<file path="src/hdl/fmrb_pkg.sv">
`timescale 1ns / 1ps
package fmrb_pkg;

  // Ring geometry
  localparam int BUF_BYTES   = 1024;
  localparam int AW          = $clog2(BUF_BYTES);
  localparam int SIZE_W      = AW + 1;
  localparam int SIZE_MIN    = 16;
  localparam int FRAME_BYTES = 8;

  // Field widths
  localparam int CMD_W    = 3;
  localparam int LEN_W    = 10;
  localparam int BYTE_W   = 8;
  localparam int STATUS_W = 3;
  localparam int CNT_W    = 32;
  localparam int CFG_W    = 11;
  localparam int WORD_W   = 32;

  localparam logic [WORD_W-1:0] TRAILER = 32'hCDEF_FEDC;

  // Command codes on the input channel
  localparam logic [CMD_W-1:0] CMD_WBEGIN = 3'd0;
  localparam logic [CMD_W-1:0] CMD_WBYTE  = 3'd1;
  localparam logic [CMD_W-1:0] CMD_RBEGIN = 3'd2;
  localparam logic [CMD_W-1:0] CMD_RBYTE  = 3'd3;
  localparam logic [CMD_W-1:0] CMD_CLEAR  = 3'd4;

  // Result status codes
  localparam logic [STATUS_W-1:0] ST_OK        = 3'd0;
  localparam logic [STATUS_W-1:0] ST_FULL      = 3'd1;
  localparam logic [STATUS_W-1:0] ST_EMPTY     = 3'd2;
  localparam logic [STATUS_W-1:0] ST_TOO_SMALL = 3'd3;
  localparam logic [STATUS_W-1:0] ST_CORRUPT   = 3'd4;
  localparam logic [STATUS_W-1:0] ST_SEQ_ERR   = 3'd5;

  typedef enum logic [2:0] {
    OP_WBEGIN,
    OP_WBYTE,
    OP_RBEGIN,
    OP_RBYTE,
    OP_CLEAR,
    OP_BAD
  } op_code_t;

  // Classified item passed from front end to back end
  typedef struct packed {
    op_code_t              op;
    logic [LEN_W-1:0]      msg_length;
    logic [BYTE_W-1:0]     data_byte;
    logic [LEN_W-1:0]      reader_capacity;
  } op_t;

endpackage

</file>
<file path="src/hdl/fmrb_queue.sv">
`timescale 1ns / 1ps
module fmrb_queue (
  input  logic            clk,
  input  logic            rst_n,
  input  logic            push_valid,
  output logic            push_ready,
  input  fmrb_pkg::op_t   push_op,
  output logic            pop_valid,
  input  logic            pop_ready,
  output fmrb_pkg::op_t   pop_op
);
  import fmrb_pkg::*;

  op_t        slot_r [2];
  logic       wr_idx_r, wr_idx_nxt;
  logic       rd_idx_r, rd_idx_nxt;
  logic [1:0] count_r, count_nxt;
  logic       do_push, do_pop;

  assign push_ready = (count_r != 2'd2);
  assign pop_valid  = (count_r != 2'd0);
  assign pop_op     = slot_r[rd_idx_r];
  assign do_push    = push_valid && push_ready;
  assign do_pop     = pop_valid && pop_ready;

  // Advance pointers and count
  always_comb begin
    wr_idx_nxt = wr_idx_r ^ do_push;
    rd_idx_nxt = rd_idx_r ^ do_pop;
    count_nxt  = count_r;
    if (do_push && !do_pop) begin
      count_nxt = count_r + 2'd1;
    end else if (do_pop && !do_push) begin
      count_nxt = count_r - 2'd1;
    end
  end

  always_ff @(posedge clk) begin
    if (!rst_n) begin
      wr_idx_r <= 1'b0;
      rd_idx_r <= 1'b0;
      count_r  <= 2'd0;
    end else begin
      wr_idx_r <= wr_idx_nxt;
      rd_idx_r <= rd_idx_nxt;
      count_r  <= count_nxt;
    end
  end

  always_ff @(posedge clk) begin
    if (do_push) begin
      slot_r[wr_idx_r] <= push_op;
    end
  end

endmodule

</file>
<file path="config.mk">
export PLATFORM = sky130hd
export DESIGN_NAME = fmrb_queue
export DESIGN_NICKNAME = d
export VERILOG_FILES = /design/src/hdl/fmrb_pkg.sv /design/src/hdl/fmrb_queue.sv
export SDC_FILE = /design/constraint.sdc
export NUM_CORES = 1
export LEC_CHECK = 0
export CORE_ASPECT_RATIO = 0.5
export CORE_MARGIN = 5
export CORE_UTILIZATION = 41
export CTS_CLUSTER_SIZE = 14
export DETAILED_ROUTE_END_ITERATION = 7
export DONT_BUFFER_PORTS = 1
export PLACE_DENSITY = 0.52
export SLEW_MARGIN = 20
export SYNTH_ARGS = -nofsm -noshare
export SYNTH_HDL_FRONTEND = slang
export SYNTH_SLANG_ARGS = --single-unit
</file>
<file path="constraint.sdc">
create_clock -name clk -period 4.9 [get_ports clk]
set_clock_uncertainty 0.1 [all_clocks]
set_input_delay 1.47 -clock clk [delete_from_list [all_inputs] [get_ports clk]]
set_output_delay 1.47 -clock clk [all_outputs]
set_load 0.01 [all_outputs]
</file>
==> impl_metrics.csv <==
group,metric,value,unit
logic_synthesis,yosysTopAreaCell,"edfxtp_1",
timing,whs,0.423,ns
timing,worst_pin_slew,0.865,ns
critical_path,r2r_cells,4,
drt,vias_per_cell,5.03,
clocking,cts_setup_buffers,0,
logic_synthesis,synth-warning-count,0,
floorplanning,fp.dieW,120,um
floorplanning,die_h,64.8,um
grt,grt_util_met1,10.6,%
clocking,postCtsHoldBufs,0,
clocking,clk-insertion-delay-late,0.32,ns
critical_path,timing.rr.start,"count_r[0]$_SDFFE_PN0P_",
logic_synthesis,ys_types,16,
worst_hold_path,holdPathStages,2,
critical_path,worstPathArrival,1.89,ns
grt,grt_pass1_vias,1139,
drt,vias,1046,
drt,drc,0,
worst_hold_path,worstHoldEndpoint,"count_r[1]$_SDFFE_PN0P_",
power_and_ir_drop,leakage,0.933,nW
grt,antenna_found_initial,0,
logic_synthesis,syn_inst,119,
critical_path,reg2reg_slack,2.57,ns
grt,overflow,0,
logic_synthesis,synth.area.top_cells,"edfxtp_1 76%, mux2_2 14%, dfxtp_1 4.1%",
clocking,clockRootBuffer,"clkbuf_16",
grt,use_met2,17.3,%
finish,area_growth,14.3,%
grt,grt_pass1_wl,6040,um
grt,grt.busiest_layer,"met2",
timing,fin_crit_sh,70.6,%
critical_path,critPathLaunchType,"flip-flop",
flow_run,max_cap_violations,0,
finish,drive_above_1_share,33.3,%
timing,fmax,0.289,GHz
logic_synthesis,synth_fp_nets,157,
drt,wl_per_cell,18.8,um
logic_synthesis,post_synth.cell_area_avg,20.7,um2
critical_path,cp_max_fo,16,
floorplanning,core,5660,um2
clocking,numCtsBuffers,9,
logic_synthesis,synth_seq_cells,67,
grt,grtUsageMet3,8.25,%
drt,firstDrtPassIters,4,
floorplanning,start_util,43.5,%
floorplanning,die_area,7750,um2
critical_path,r2r_end,"slot_r[0][17]$_DFFE_PP_",
logic_synthesis,ys_seq_area_share,79.7,%
clocking,cts_buffer_depth,2,
timing,finalHoldViolations,0,
drt,drtIter0Drc,45,
finish,final_nets,168,
timing,fin_setup_tns,0,ns
placement,place_congestion,0.656,
worst_hold_path,hp-class,"flip-flop to flip-flop",
timing,relSlewSlack,42.4,%
clocking,cts_resized,0,
floorplanning,fp-row-count,19,
drt,wl,3920,um
critical_path,cp.required,3.33,ns
finish,fill_cells,471,
floorplanning,ioPinCount,68,
clocking,cts.htree.levels,3,
critical_path,path_class,"flip-flop to primary output",
finish,antennaDiodeCount,0,
critical_path,worst_setup_path_end_kind,"primary output",
grt,track_usage,11.0,%
timing,finalSetupViolations,0,
timing,rsz0062_at_grt,"no",
worst_hold_path,hp-start,"count_r[1]$_SDFFE_PN0P_",
clocking,cts.sinks,67,
timing,drv_slew,0,
power_and_ir_drop,p_per_area,576,nW/um2
power_and_ir_drop,ir_drop,0.334,mV
logic_synthesis,synth_top_area_share,75.6,%
placement,io_buffer_count,0,
drt,ant_nets,0,
run_status,status,"complete, no violations",
grt,grt_max_degree,24,
logic_synthesis,netlist_area,2460,um2
clocking,clkTransAtPathRegs,0.05,ns
timing,period_minus_slack,3.46,ns
clocking,tritoncts,"yes",
[critical path, cell delays in order (launching register included)]
cell and delay [ns]:
dfxtp_1 0.78, buf_4 0.37, mux2_2 0.41
[flip-flops by register name, indices dropped and copies added, names as in the netlist, named ones only]
name,count
count_r,2
rd_idx_r,1
slot_r,62
wr_idx_r,1
[cells by family after synthesis]
kind of cell | count (synthesis) | synth area share, %
muxes | 31 | 14.2
and+or+nand+nor | 8 | 2.03
adders and majority gates | 3 | 1.53
xor gates and xnor gates | 3 | 1.07
buffers and inverters | 4 | 0.762
DFF | 67 | 79.7
AOI/OAI and AO/OA | 3 | 0.711
[area by class of cell]
type / count / area [um2] / share of cell area, %
multi-input cells: 48 / 480 / 17.1
well taps: 73 / 91.3 / 3.25
inverters: 1 / 3.75 / 0.133
clock inverters: 5 / 20.0 / 0.712
repair buffers: 3 / 22.5 / 0.801
clock buffers: 11 / 233 / 8.27
flip-flops and latches: 67 / 1960 / 69.8
[where the power goes]
group | switching [mW] | total (mW) | internal [mW]
sequential | 0.0412 | 0.777 | 0.735
clock | 0.203 | 0.536 | 0.333
combinational | 0.173 | 0.308 | 0.135
total | 0.417 | 1.62 | 1.20
[how the worst max path moves through the flow]
stage / slack, ns / to / cells past startpoint / from
floorplan: 1.97 / slot_r[1][0]$_DFFE_PP_ / 2 / push_valid
global placement: 1.70 / pop_op[30] / 2 / flip-flop
detailed placement: 1.68 / slot_r[0][15]$_DFFE_PP_ / 3 / push_valid
CTS: 1.36 / pop_op[30] / 2 / flip-flop
global route: 1.32 / pop_op[30] / 2 / flip-flop
finish: 1.44 / pop_op[30] / 2 / flip-flop
[per-stage QoR]
step / utilization [%] / setup WS, ns / total power [mW] / area (um2) / std cells
6_report: 49.7 / 1.44 / 1.62 / 2810 / 208
5_1_grt: 49.7 / 1.32 / 1.70 / 2810 / 208
4_1_cts: 49.7 / 1.36 / 1.65 / 2810 / 208
3_5_place_dp: 45.2 / 1.68 / 1.11 / 2560 / 192
3_3_place_gp: 45.2 / 1.70 / 1.10 / 2560 / 192
2_1_floorplan: - / 1.97 / 1.04 / 2460 / 119
[layer usage]
layer  vias to the layer above  wire length (um)  share of wire, %
li1                        484                 -                 -
met1                       504              1450                37
met2                        50              1910                49
met3                         8               486                12
met4                         0                74               1.9
met5                         -                 0                 0
[cell usage after synthesis]
library cell,number
edfxtp_1,62
mux2_2,31
dfxtp_1,5
and2_1,4
buf_2,3
ha_1,3
xnor2_1,2
a21boi_1,1
inv_1,1
nand2b_1,1
nor2b_1,1
o21ai_0,1
o21ai_1,1
or2_2,1
or3_1,1
xor2_1,1
[cells in the final DEF, fill, tap and decap left out, types with 2 or more instances in the layout]
master     count
edfxtp_1      62
clkbuf_1       2
clkinv_1       4
buf_4          3
dfxtp_1        5
ha_1           3
clkbuf_16      9
xnor2_1        2
mux2_2        31
and2_1         4
Note: power is estimated with default switching activity, not from simulation.
