==> src/hdl/fmrb_pkg.sv <==
`timescale 1ns / 1ps
package fmrb_pkg;

  // Ring geometry
  localparam int BUF_BYTES   = 1024;
  localparam int AW          = $clog2(BUF_BYTES);
  localparam int SIZE_W      = AW + 1;
  localparam int SIZE_MIN    = 16;
  localparam int FRAME_BYTES = 8;

  // Field widths
  localparam int CMD_W    = 3;
  localparam int LEN_W    = 10;
  localparam int BYTE_W   = 8;
  localparam int STATUS_W = 3;
  localparam int CNT_W    = 32;
  localparam int CFG_W    = 11;
  localparam int WORD_W   = 32;

  localparam logic [WORD_W-1:0] TRAILER = 32'hCDEF_FEDC;

  // Command codes on the input channel
  localparam logic [CMD_W-1:0] CMD_WBEGIN = 3'd0;
  localparam logic [CMD_W-1:0] CMD_WBYTE  = 3'd1;
  localparam logic [CMD_W-1:0] CMD_RBEGIN = 3'd2;
  localparam logic [CMD_W-1:0] CMD_RBYTE  = 3'd3;
  localparam logic [CMD_W-1:0] CMD_CLEAR  = 3'd4;

  // Result status codes
  localparam logic [STATUS_W-1:0] ST_OK        = 3'd0;
  localparam logic [STATUS_W-1:0] ST_FULL      = 3'd1;
  localparam logic [STATUS_W-1:0] ST_EMPTY     = 3'd2;
  localparam logic [STATUS_W-1:0] ST_TOO_SMALL = 3'd3;
  localparam logic [STATUS_W-1:0] ST_CORRUPT   = 3'd4;
  localparam logic [STATUS_W-1:0] ST_SEQ_ERR   = 3'd5;

  typedef enum logic [2:0] {
    OP_WBEGIN,
    OP_WBYTE,
    OP_RBEGIN,
    OP_RBYTE,
    OP_CLEAR,
    OP_BAD
  } op_code_t;

  // Classified item passed from front end to back end
  typedef struct packed {
    op_code_t              op;
    logic [LEN_W-1:0]      msg_length;
    logic [BYTE_W-1:0]     data_byte;
    logic [LEN_W-1:0]      reader_capacity;
  } op_t;

endpackage

==> src/hdl/fmrb_ifs.sv <==
`timescale 1ns / 1ps
interface fmrb_in_if;
  import fmrb_pkg::*;

  logic                valid;
  logic                ready;
  logic [CMD_W-1:0]    cmd;
  logic [LEN_W-1:0]    msg_length;
  logic [BYTE_W-1:0]   data_byte;
  logic [LEN_W-1:0]    reader_capacity;

  modport source (output valid, cmd, msg_length, data_byte, reader_capacity, input ready);
  modport sink   (input valid, cmd, msg_length, data_byte, reader_capacity, output ready);
endinterface


==> src/hdl/fmrb_front.sv <==
`timescale 1ns / 1ps
module fmrb_front (
  input  logic            clk,
  input  logic            rst_n,
  fmrb_in_if.sink         in_ch,
  output fmrb_pkg::op_t   op,
  output logic            op_valid,
  input  logic            op_ready
);
  import fmrb_pkg::*;

  logic     valid_r, valid_nxt;
  op_t      op_r;
  op_code_t code;

  // Decode the command into an operation
  always_comb begin
    unique case (in_ch.cmd)
      CMD_WBEGIN: code = OP_WBEGIN;
      CMD_WBYTE:  code = OP_WBYTE;
      CMD_RBEGIN: code = OP_RBEGIN;
      CMD_RBYTE:  code = OP_RBYTE;
      CMD_CLEAR:  code = OP_CLEAR;
      default:    code = OP_BAD;
    endcase
  end

  assign in_ch.ready = !valid_r || op_ready;

  // Hold the classified item until the queue takes it
  always_comb begin
    valid_nxt = valid_r;
    if (op_ready) begin
      valid_nxt = 1'b0;
    end
    if (in_ch.valid && in_ch.ready) begin
      valid_nxt = 1'b1;
    end
  end

  always_ff @(posedge clk) begin
    if (!rst_n) begin
      valid_r <= 1'b0;
    end else begin
      valid_r <= valid_nxt;
    end
  end

  always_ff @(posedge clk) begin
    if (in_ch.valid && in_ch.ready) begin
      op_r.op              <= code;
      op_r.msg_length      <= in_ch.msg_length;
      op_r.data_byte       <= in_ch.data_byte;
      op_r.reader_capacity <= in_ch.reader_capacity;
    end
  end

  assign op       = op_r;
  assign op_valid = valid_r;

endmodule

==> src/flat_wrapper.sv <==
// flat-port wrapper written by rule: the top's interface ports become plain ports
module fmrb_front_flat import fmrb_pkg::*;
  (clk, rst_n, op, op_valid, op_ready, in_ch_valid, in_ch_cmd, in_ch_msg_length, in_ch_data_byte, in_ch_reader_capacity, in_ch_ready);
  fmrb_in_if in_ch_i ();
  input  logic clk;
  input  logic rst_n;
  output fmrb_pkg::op_t op;
  output logic op_valid;
  input  logic op_ready;
  input wire logic [$bits(in_ch_i.valid)-1:0] in_ch_valid;
  input wire logic [$bits(in_ch_i.cmd)-1:0] in_ch_cmd;
  input wire logic [$bits(in_ch_i.msg_length)-1:0] in_ch_msg_length;
  input wire logic [$bits(in_ch_i.data_byte)-1:0] in_ch_data_byte;
  input wire logic [$bits(in_ch_i.reader_capacity)-1:0] in_ch_reader_capacity;
  output wire logic [$bits(in_ch_i.ready)-1:0] in_ch_ready;
  assign in_ch_i.valid = in_ch_valid;
  assign in_ch_i.cmd = in_ch_cmd;
  assign in_ch_i.msg_length = in_ch_msg_length;
  assign in_ch_i.data_byte = in_ch_data_byte;
  assign in_ch_i.reader_capacity = in_ch_reader_capacity;
  assign in_ch_ready = in_ch_i.ready;
  fmrb_front u_core (.clk(clk), .rst_n(rst_n), .in_ch(in_ch_i), .op(op), .op_valid(op_valid), .op_ready(op_ready));
endmodule
==> config.mk <==
export PLATFORM = sky130hd
export DESIGN_NAME = fmrb_front_flat
export DESIGN_NICKNAME = d
export VERILOG_FILES = /design/src/hdl/fmrb_pkg.sv /design/src/hdl/fmrb_ifs.sv /design/src/hdl/fmrb_front.sv /design/src/flat_wrapper.sv
export SDC_FILE = /design/constraint.sdc
export NUM_CORES = 1
export LEC_CHECK = 0
export ABC_CLOCK_PERIOD_IN_PS = 1200
export BUFFER_PORTS_ARGS = -buffer_cell sky130_fd_sc_hd__buf_2
export CAP_MARGIN = 20
export CORE_MARGIN = 4
export CORE_UTILIZATION = 40
export DETAILED_ROUTE_END_ITERATION = 6
export PLACE_DENSITY = 0.77
export SYNTH_ARGS = -nofsm -noshare
export SYNTH_HDL_FRONTEND = slang
export SYNTH_SLANG_ARGS = --single-unit
==> constraint.sdc <==
create_clock -name clk -period 1.2 [get_ports clk]
set_input_delay 0.3 -clock clk [delete_from_list [all_inputs] [get_ports clk]]
set_output_delay 0.3 -clock clk [all_outputs]
set_load 0.1 [all_outputs]
==> results of run 1 <==
==> registers in the layout (all words and copies together) (netlist names) <==
| signal | cells |
|---|---|
| u_core.op | 31 |
| u_core.op_valid | 1 |
==> worst paths after layout <==
check / startpoint / endpoint
worst max-delay path: u_core.op[18]$_DFFE_PP_ / op[18]
worst min-delay path: in_ch_msg_length[4] / u_core.op[22]$_DFFE_PP_
worst max register to register: u_core.op_valid$_SDFFE_PN0P_ / u_core.op[9]$_DFFE_PP_
worst min register to register: u_core.op_valid$_SDFFE_PN0P_ / u_core.op_valid$_SDFFE_PN0P_
==> layer usage <==
layer  track usage (%)  wire length, um
met1              16.6              970
met2              25.2             1320
met3              7.35              295
met4              5.96               35
met5                 0                0
==> synth_stat cells (all sizes together) <==
library cell  instances  share of area (%)
edfxtp               31                 93
dfxtp                 1                2.0
a21o                  1               0.75
a21boi                1                1.1
clkbuf                1               0.37
and2                  1               0.87
nand2b                1                1.4
inv                   1               0.37
nor2b                 1               0.62
==> power groups by stage <==
stage	clock (mW)	sequential [mW]	combinational, mW
finish	0.553	1.36	0.865
global route	0.641	1.36	0.884
CTS	0.562	1.36	0.851
detailed placement	0	1.39	0.848
global placement	0	1.38	0.836
floorplan	0	1.80	0.0441
==> cell families after synthesis <==
logic type	Yosys count	share of synthesized area, %
AOI/OAI and AO/OA	2	1.87
DFF	32	94.5
and+or+nand+nor	3	2.86
buffers and inverters	2	0.746
==> layout make-up <==
cell class / count / area [um2] / share of cell area (%)
inverter: 1 / 3.75 / 0.187
tap: 28 / 35.0 / 1.74
timing repair buffer: 72 / 918 / 45.7
sequential: 32 / 955 / 47.5
clock inverter: 1 / 3.75 / 0.187
multi-input combinational: 5 / 47.5 / 2.37
clock buffer: 7 / 45.0 / 2.24
==> per-stage QoR <==
stage / instance area (um2) / setup slack (ps) / TNS, ps / util [%]
final: 2010 / -64.5 / -1240 / 87.4
after global routing: 2010 / -108 / -2570 / 87.4
after CTS: 1970 / -76.2 / -1630 / 85.7
after detailed placement: 1910 / 40.3 / 0 / 83.2
after global placement: 1910 / 57.6 / 0 / 83.2
after floorplan: 1010 / -286 / -8990 / -
==> repair_timing <==
| item | in CTS | in global routing |
|---|---|---|
| setup endpoints to repair | 32 | 49 |
| cloned | 0 | 2 |
| setup buffers | 1 | 0 |
| resized for setup | 0 | 1 |
| pin swaps | 0 | 1 |
==> results.md, run 1 <==
Outcome:
- The flow ran to the end, but the final reports show violations.
- The final reports fail on negative setup slack.

Detailed routing:
- In the final routed layout, each cell accounts on average for 17.9 um.
- The length of the first detailed-routing pass in iterations is 4.
- The detail route stage leaves a number of antenna-violating nets equal to 0.
- The detailed-route vias per instance is 4.59.
- The number of violations reported at the end of detailed-routing iteration 0 is 13.
- The via count is 670.
- After detailed routing, the number of remaining DRC violations is 0.
- The wire length after detailed routing is 2620 um.

Power:
- For this design the ratio of total power to cell area is 1380 nW/um2.
- In this run, the clock network consumes 19.9% of the power.
- In this run, flip-flops and latches consume 48.9% of the power.
- Combinational logic is responsible for 31.2% of the overall power.
- Summed over all cells, the static leakage comes to 0.851 nW.
- The analysis attributes to net switching a power of 0.932 mW.
- Total power for the finished layout comes to 2.78 mW.
- The maximum ir drop on the vdd rail is 1200 uV.
- Of the total power, the share spent switching nets is 33.5%.
- Internal power comes to 1.85 mW.

Floorplanning:
- The number of ports placed on the die boundary is 68.
- The floorplan has 17 rows.
- The die area is 3380 um2.
- The starting density of the core is 43.8%.
- The die width is 58.2 um.
- The chip height is 58.2 um.
- The placeable core area is 2300 um2.

Clock tree:
- In this run the clock root is driven by a sky130_fd_sc_hd__clkbuf_4.
- The clock transition time at the flip-flop clock pins of the worst setup and hold paths is 90 ps.
- The later pin in the worst-skew pair is clocked with a latency of 320 ps.
- The H-tree was split into 2 levels.
- The total of hold buffers inserted after clock tree synthesis is 0.
- The number of clock sinks is 32.
- No sink is reached through more buffers than the 2 on the longest clock path.
- The CTS tree is done.
- The number of clock buffers added by TritonCTS is 5.

STA:
- The slew at the pin with the worst max-slew slack is 136 ps.
- The minimum setup slack in the final design is -64.5 ps.
- Counting I/O delays and the setup requirement, the final critical path takes 1260 ps.
- The clock arrives with 8.63 ps of skew.
- The number of hold violations in the final report is 0.
- The worst max-slew margin expressed relative to the limit is 91.0%.
- The final-report max-slew violation count was 0.
- The final critical path takes up 105% of the cycle.
- Setup violations remaining at the end of the flow were counted as 32.
- The fmax is 0.791 GHz.
- Setup repair after global routing could not meet its margin everywhere.
- Hold timing on the final database bottoms out at a slack of 142 ps.

Yosys:
- The distinct cell type count of the synthesized netlist is 9.
- The average cell area after synthesis is 25.8 um2.
- The number of nets handed over by synthesis was 74.
- The cell area after technology mapping is 1010 um2.
- The sequential share of the synthesized area is 94.5%.
- The flip-flop and latch count after synthesis is 32.
- The count of yosys warnings during synthesis is 0.
- The cell count after synthesis came out at 39.

Setup path:
- Traced cell by cell, the critical path runs through buf_12.
- The depth of the worst register-to-register path is 4.
- The data required time of the critical path is 900 ps.
- The critical path is of the register to primary output type.
- The minimum setup slack among reg-to-reg paths is 20 ps.
- The worst setup path is launched from a register.
- The family with the most delay on the worst path is flip-flops.
- The critical-path maximum fanout is 1.
- The largest single stage delay on the critical path is 440 ps.
- At the worst endpoint, the arrival time is 960 ps.
- Together, buffers and inverters on the worst path number 1.
- For this design, the slowest cell found on the critical path is sky130_fd_sc_hd__edfxtp_1.
- In this run the number of cells on the critical path is 1.
- The nature of the critical path endpoint is a primary output.

Final layout:
- The net count of the finished layout is 152.
- The number of antenna diodes in the final layout is 0.
- The area growth from synthesis to layout is 99.6%.
- Of the cells placed in the final design, the portion with a size suffix greater than 1 is 68.6%.
- Excluding fillers, the count of instances in the completed layout stands at 146.
- The commonest non-fill, non-tap cell in the layout is sky130_fd_sc_hd__buf_12.
- The top cell types in the final layout, fill and taps aside, are 35 x sky130_fd_sc_hd__buf_12, 34 x sky130_fd_sc_hd__buf_2, 31 x sky130_fd_sc_hd__edfxtp_1.
- The filler cell count in the final layout is 106.

Place:
- After legalization and detailed placement, the total HPWL measured 2020 um.
- The placer congestion estimate is 0.719.
- Including well taps, the total number of placed cells is 135.
- The port buffer count is 67.

GRT:
- The wire length of the first global-routing pass is 3450 um.
- In the global route stage, overall resource usage came out at 15.1%.
- The number of global-route vias before repair came to 624.
- Summed over all layers, the global routing overflow is 0.
- The initial antenna violation count was 0.
- Entering global routing, the biggest net connects 21 pins.

Hold path:
- The tightest min-delay check is of the input port to register type.
- The hold-critical path depth is 1.

Flow run:
- The tool flagged a number of max-cap violations equal to 0.
Power figures use the tool's default switching activity.
==> run 2, diff against run 1 <==
- ABC_CLOCK_PERIOD_IN_PS: 1200 -> 1060
- CORE_UTILIZATION: 40 -> 36
- PLACE_DENSITY: 0.77 -> 0.74
- clock period: 1.2 -> 1.06 ns (I/O delays scaled with it)
==> results.md, run 2 (synthesized netlist as in run 1, its figures left out) <==
Outcome:
- The flow ran to the end, but the final reports show violations.
- The final reports fail on negative setup slack.

Setup path:
- The critical-path maximum fanout is 2.
- The family with the most delay on the worst path is flip-flops.
- The peak per-stage delay on the critical path is 370 ps.
- The number of buffers and inverters on the critical path is 2.
- The most critical setup path has its startpoint at u_core.op_valid$_SDFFE_PN0P_.
- The setup path with the least slack is of type register to primary output.
- For the worst setup path, the data required time is 790 ps.
- STA classifies the critical path startpoint as a register.
- The startpoint identified for the worst register-to-register timing path is u_core.op_valid$_SDFFE_PN0P_.
- Walking the worst path, the cells encountered are nand2b_4 > buf_6 > buf_12.
- The nature of the critical path endpoint is a primary output.
- The largest individual stage delay along the critical path comes from the cell sky130_fd_sc_hd__dfxtp_4.
- STA puts the critical path data arrival time at 1020 ps.

GRT:
- The global route total overflow is 0.
- The met1 track demand over resource in global routing is 14.6%.
- The pin count of the biggest net entering global routing is 13.
- The initial antenna violation count is 0.
- For met3 alone, demand over resource in global routing was 10.6%.
- The first global-routing pass estimated 3620 um of wire.
- The peak-usage layer in the global routing report is met2.
- The met2 track demand over resource is 24.1%.
- The total global-route track usage is 14.9%.
- The number of global-route vias before repair is 736.

Clock tree:
- For the worst-skew pair, the clock arrives at the later sink with an insertion delay of 320 ps.
- The number of H-tree levels is 2.
- The total of hold buffers inserted after clock tree synthesis is 0.
- TritonCTS built the clock tree.
- The clock transition time at the flip-flop clock pins of the worst setup and hold paths is 90 ps.
- The number of clock buffers added by TritonCTS is 5.
- The cell chosen for the clock root is sky130_fd_sc_hd__clkbuf_4.
- The maximum buffer depth of the clock tree is 2.
- The tree built by TritonCTS fans out to 32 sinks.

STA:
- For this run, the top clock speed supported by timing is 0.779 GHz.
- Summed over all failing endpoints, the final setup total negative slack is -10700 ps.
- The final critical path time including I/O delays and setup is 1280 ps.
- At the pin with the least slew margin, the transition time is 161 ps.
- For the final database, setup skew stands at 6.35 ps.
- Setup violations remaining at the end of the flow were counted as 64.
- The final critical path takes up 121% of the cycle.
- The number of hold violations in the final report is 0.
- Hold is met by 106 ps.
- Setup repair after global routing could not meet its margin everywhere.
- Once routing completed, OpenROAD measured the worst setup slack at -224 ps.
- The final-report max-slew violation count is 0.
- The worst max-slew margin expressed relative to the limit is 89.3%.

Detailed routing:
- The remaining antenna violation count after routing is 0.
- The length of the first detailed-routing pass in iterations is 4.
- The number of violations reported at the end of detailed-routing iteration 0 is 12.
- Dividing the detail-routed wire length by the instance count gives 17.1 um.
- The via count is 676.
- In the routed design, unresolved DRC markers number 0.
- The wire length after detailed routing is 2600 um.
- The detailed-route vias per instance is 4.45.

Floorplanning:
- The placeable core area is 2570 um2.
- The die area is 3700 um2.
- The starting density of the core is 39.2%.
- Measured along the x axis, the die boundary spans 60.9 um.
- The chip height is 60.9 um.
- The number of rows in the core area is 18.
- In this run the count of I/O pins placed on the die edge is 68.

Final layout:
- The post-route cell area is 2050 um2.
- u_core.op holds more flip-flops than any other register.
- The repair_antennas step left the layout with diodes totalling 0.
- The number of nets at the end of the flow is 156.
- In the layout the commonest cells are 35 x sky130_fd_sc_hd__buf_12, 34 x sky130_fd_sc_hd__buf_2, 31 x sky130_fd_sc_hd__edfxtp_1.
- In the final layout, the share of cells above drive strength 1 is 71.3%.
- Compared with the post-synthesis result, the final layout area differs by 103%.
- The register with the most flip-flops in the layout has 31 of them.
- The library cell used most frequently in the layout, excluding fill and tap cells, is sky130_fd_sc_hd__buf_12.

Place:
- The placed instances occupy a cell area of 1940 um2.
- The total half-perimeter wirelength after legalization and detailed placement is 1970 um.
- Buffers placed on the I/O ports in this run total 67.
- At the end of routability-driven placement, the weighted congestion stood at 0.655.

Power:
- The maximum ir drop on the vdd rail is 1490 uV.
- The power density relative to cell area is 1550 nW/um2.
- For this design the static power due to leakage is 0.875 nW.
- After layout, the design draws a total of 3.16 mW.

Hold path:
- The min-delay analysis places its worst path in the category input port to register.
- In this run the most critical hold path is launched from in_ch_reader_capacity[7].

Flow run:
- The number of max-capacitance violations reported is 0.
-- run 2: cell types whose count changed in the layout (fill, tap and decap cells not counted) --
| cell | change |
|---|---|
| sky130_fd_sc_hd__buf_4 | +4 |
| sky130_fd_sc_hd__clkbuf_1 | -2 |
| sky130_fd_sc_hd__clkinv_2 | +2 |
| sky130_fd_sc_hd__buf_16 | +1 |
| sky130_fd_sc_hd__clkbuf_16 | -1 |
-- run 2: worst register-to-register path: stages (launching register included) --
cell and delay (ps):
sky130_fd_sc_hd__dfxtp_4 360, sky130_fd_sc_hd__nand2b_4 70, sky130_fd_sc_hd__buf_4 100, sky130_fd_sc_hd__buf_4 90
sky130_fd_sc_hd__and2_4 210, sky130_fd_sc_hd__buf_12 150
-- run 2: timing repair --
action                                  in CTS  in global routing
cloned                                       1                  0
setup buffers                                2                  1
pin swaps                                    0                  0
endpoints found under the hold margin        0                  0
endpoints found under the setup margin      40                 64
gates resized for setup                      2                  1
-- run 2: per-layer routing --
layer / part of all wire, % / routed length [um]
met4: 1.5 / 38
met1: 30 / 773
met2: 52 / 1360
met3: 16 / 423
met5: 0 / 0
-- run 2: stage by stage --
step           std cells  util [%]  setup WS, ps
3_3_place_gp         140      75.4         -5.38
4_1_cts              151      79.2          -243
3_5_place_dp         140      75.4         -21.9
6_report             152      79.7          -224
5_1_grt              152      79.7          -279
2_1_floorplan         39         -          -426
-- run 2: power breakdown --
group	internal (mW)	total [mW]	switching [mW]
logic	0.369	0.996	0.627
clock network	0.243	0.629	0.386
registers	1.48	1.54	0.0610
-- run 2: worst paths after layout --
path                                  end  slack (ps)  cells after the start
min                u_core.op[7]$_DFFE_PP_         110                      1
max reg2reg       u_core.op[20]$_DFFE_PP_        -190                      5
min reg2reg  u_core.op_valid$_SDFFE_PN0P_         700                      4
max                           in_ch_ready        -220                      3
-- run 2: cell type report --
class / instances / area, um2
well taps: 30 / 37.5
multi-input cells: 5 / 47.5
clock inverters: 3 / 13.8
inverters: 1 / 3.75
clock buffers: 5 / 37.5
repair buffers: 76 / 951
flip-flops and latches: 32 / 955
fillers: 138 / 522
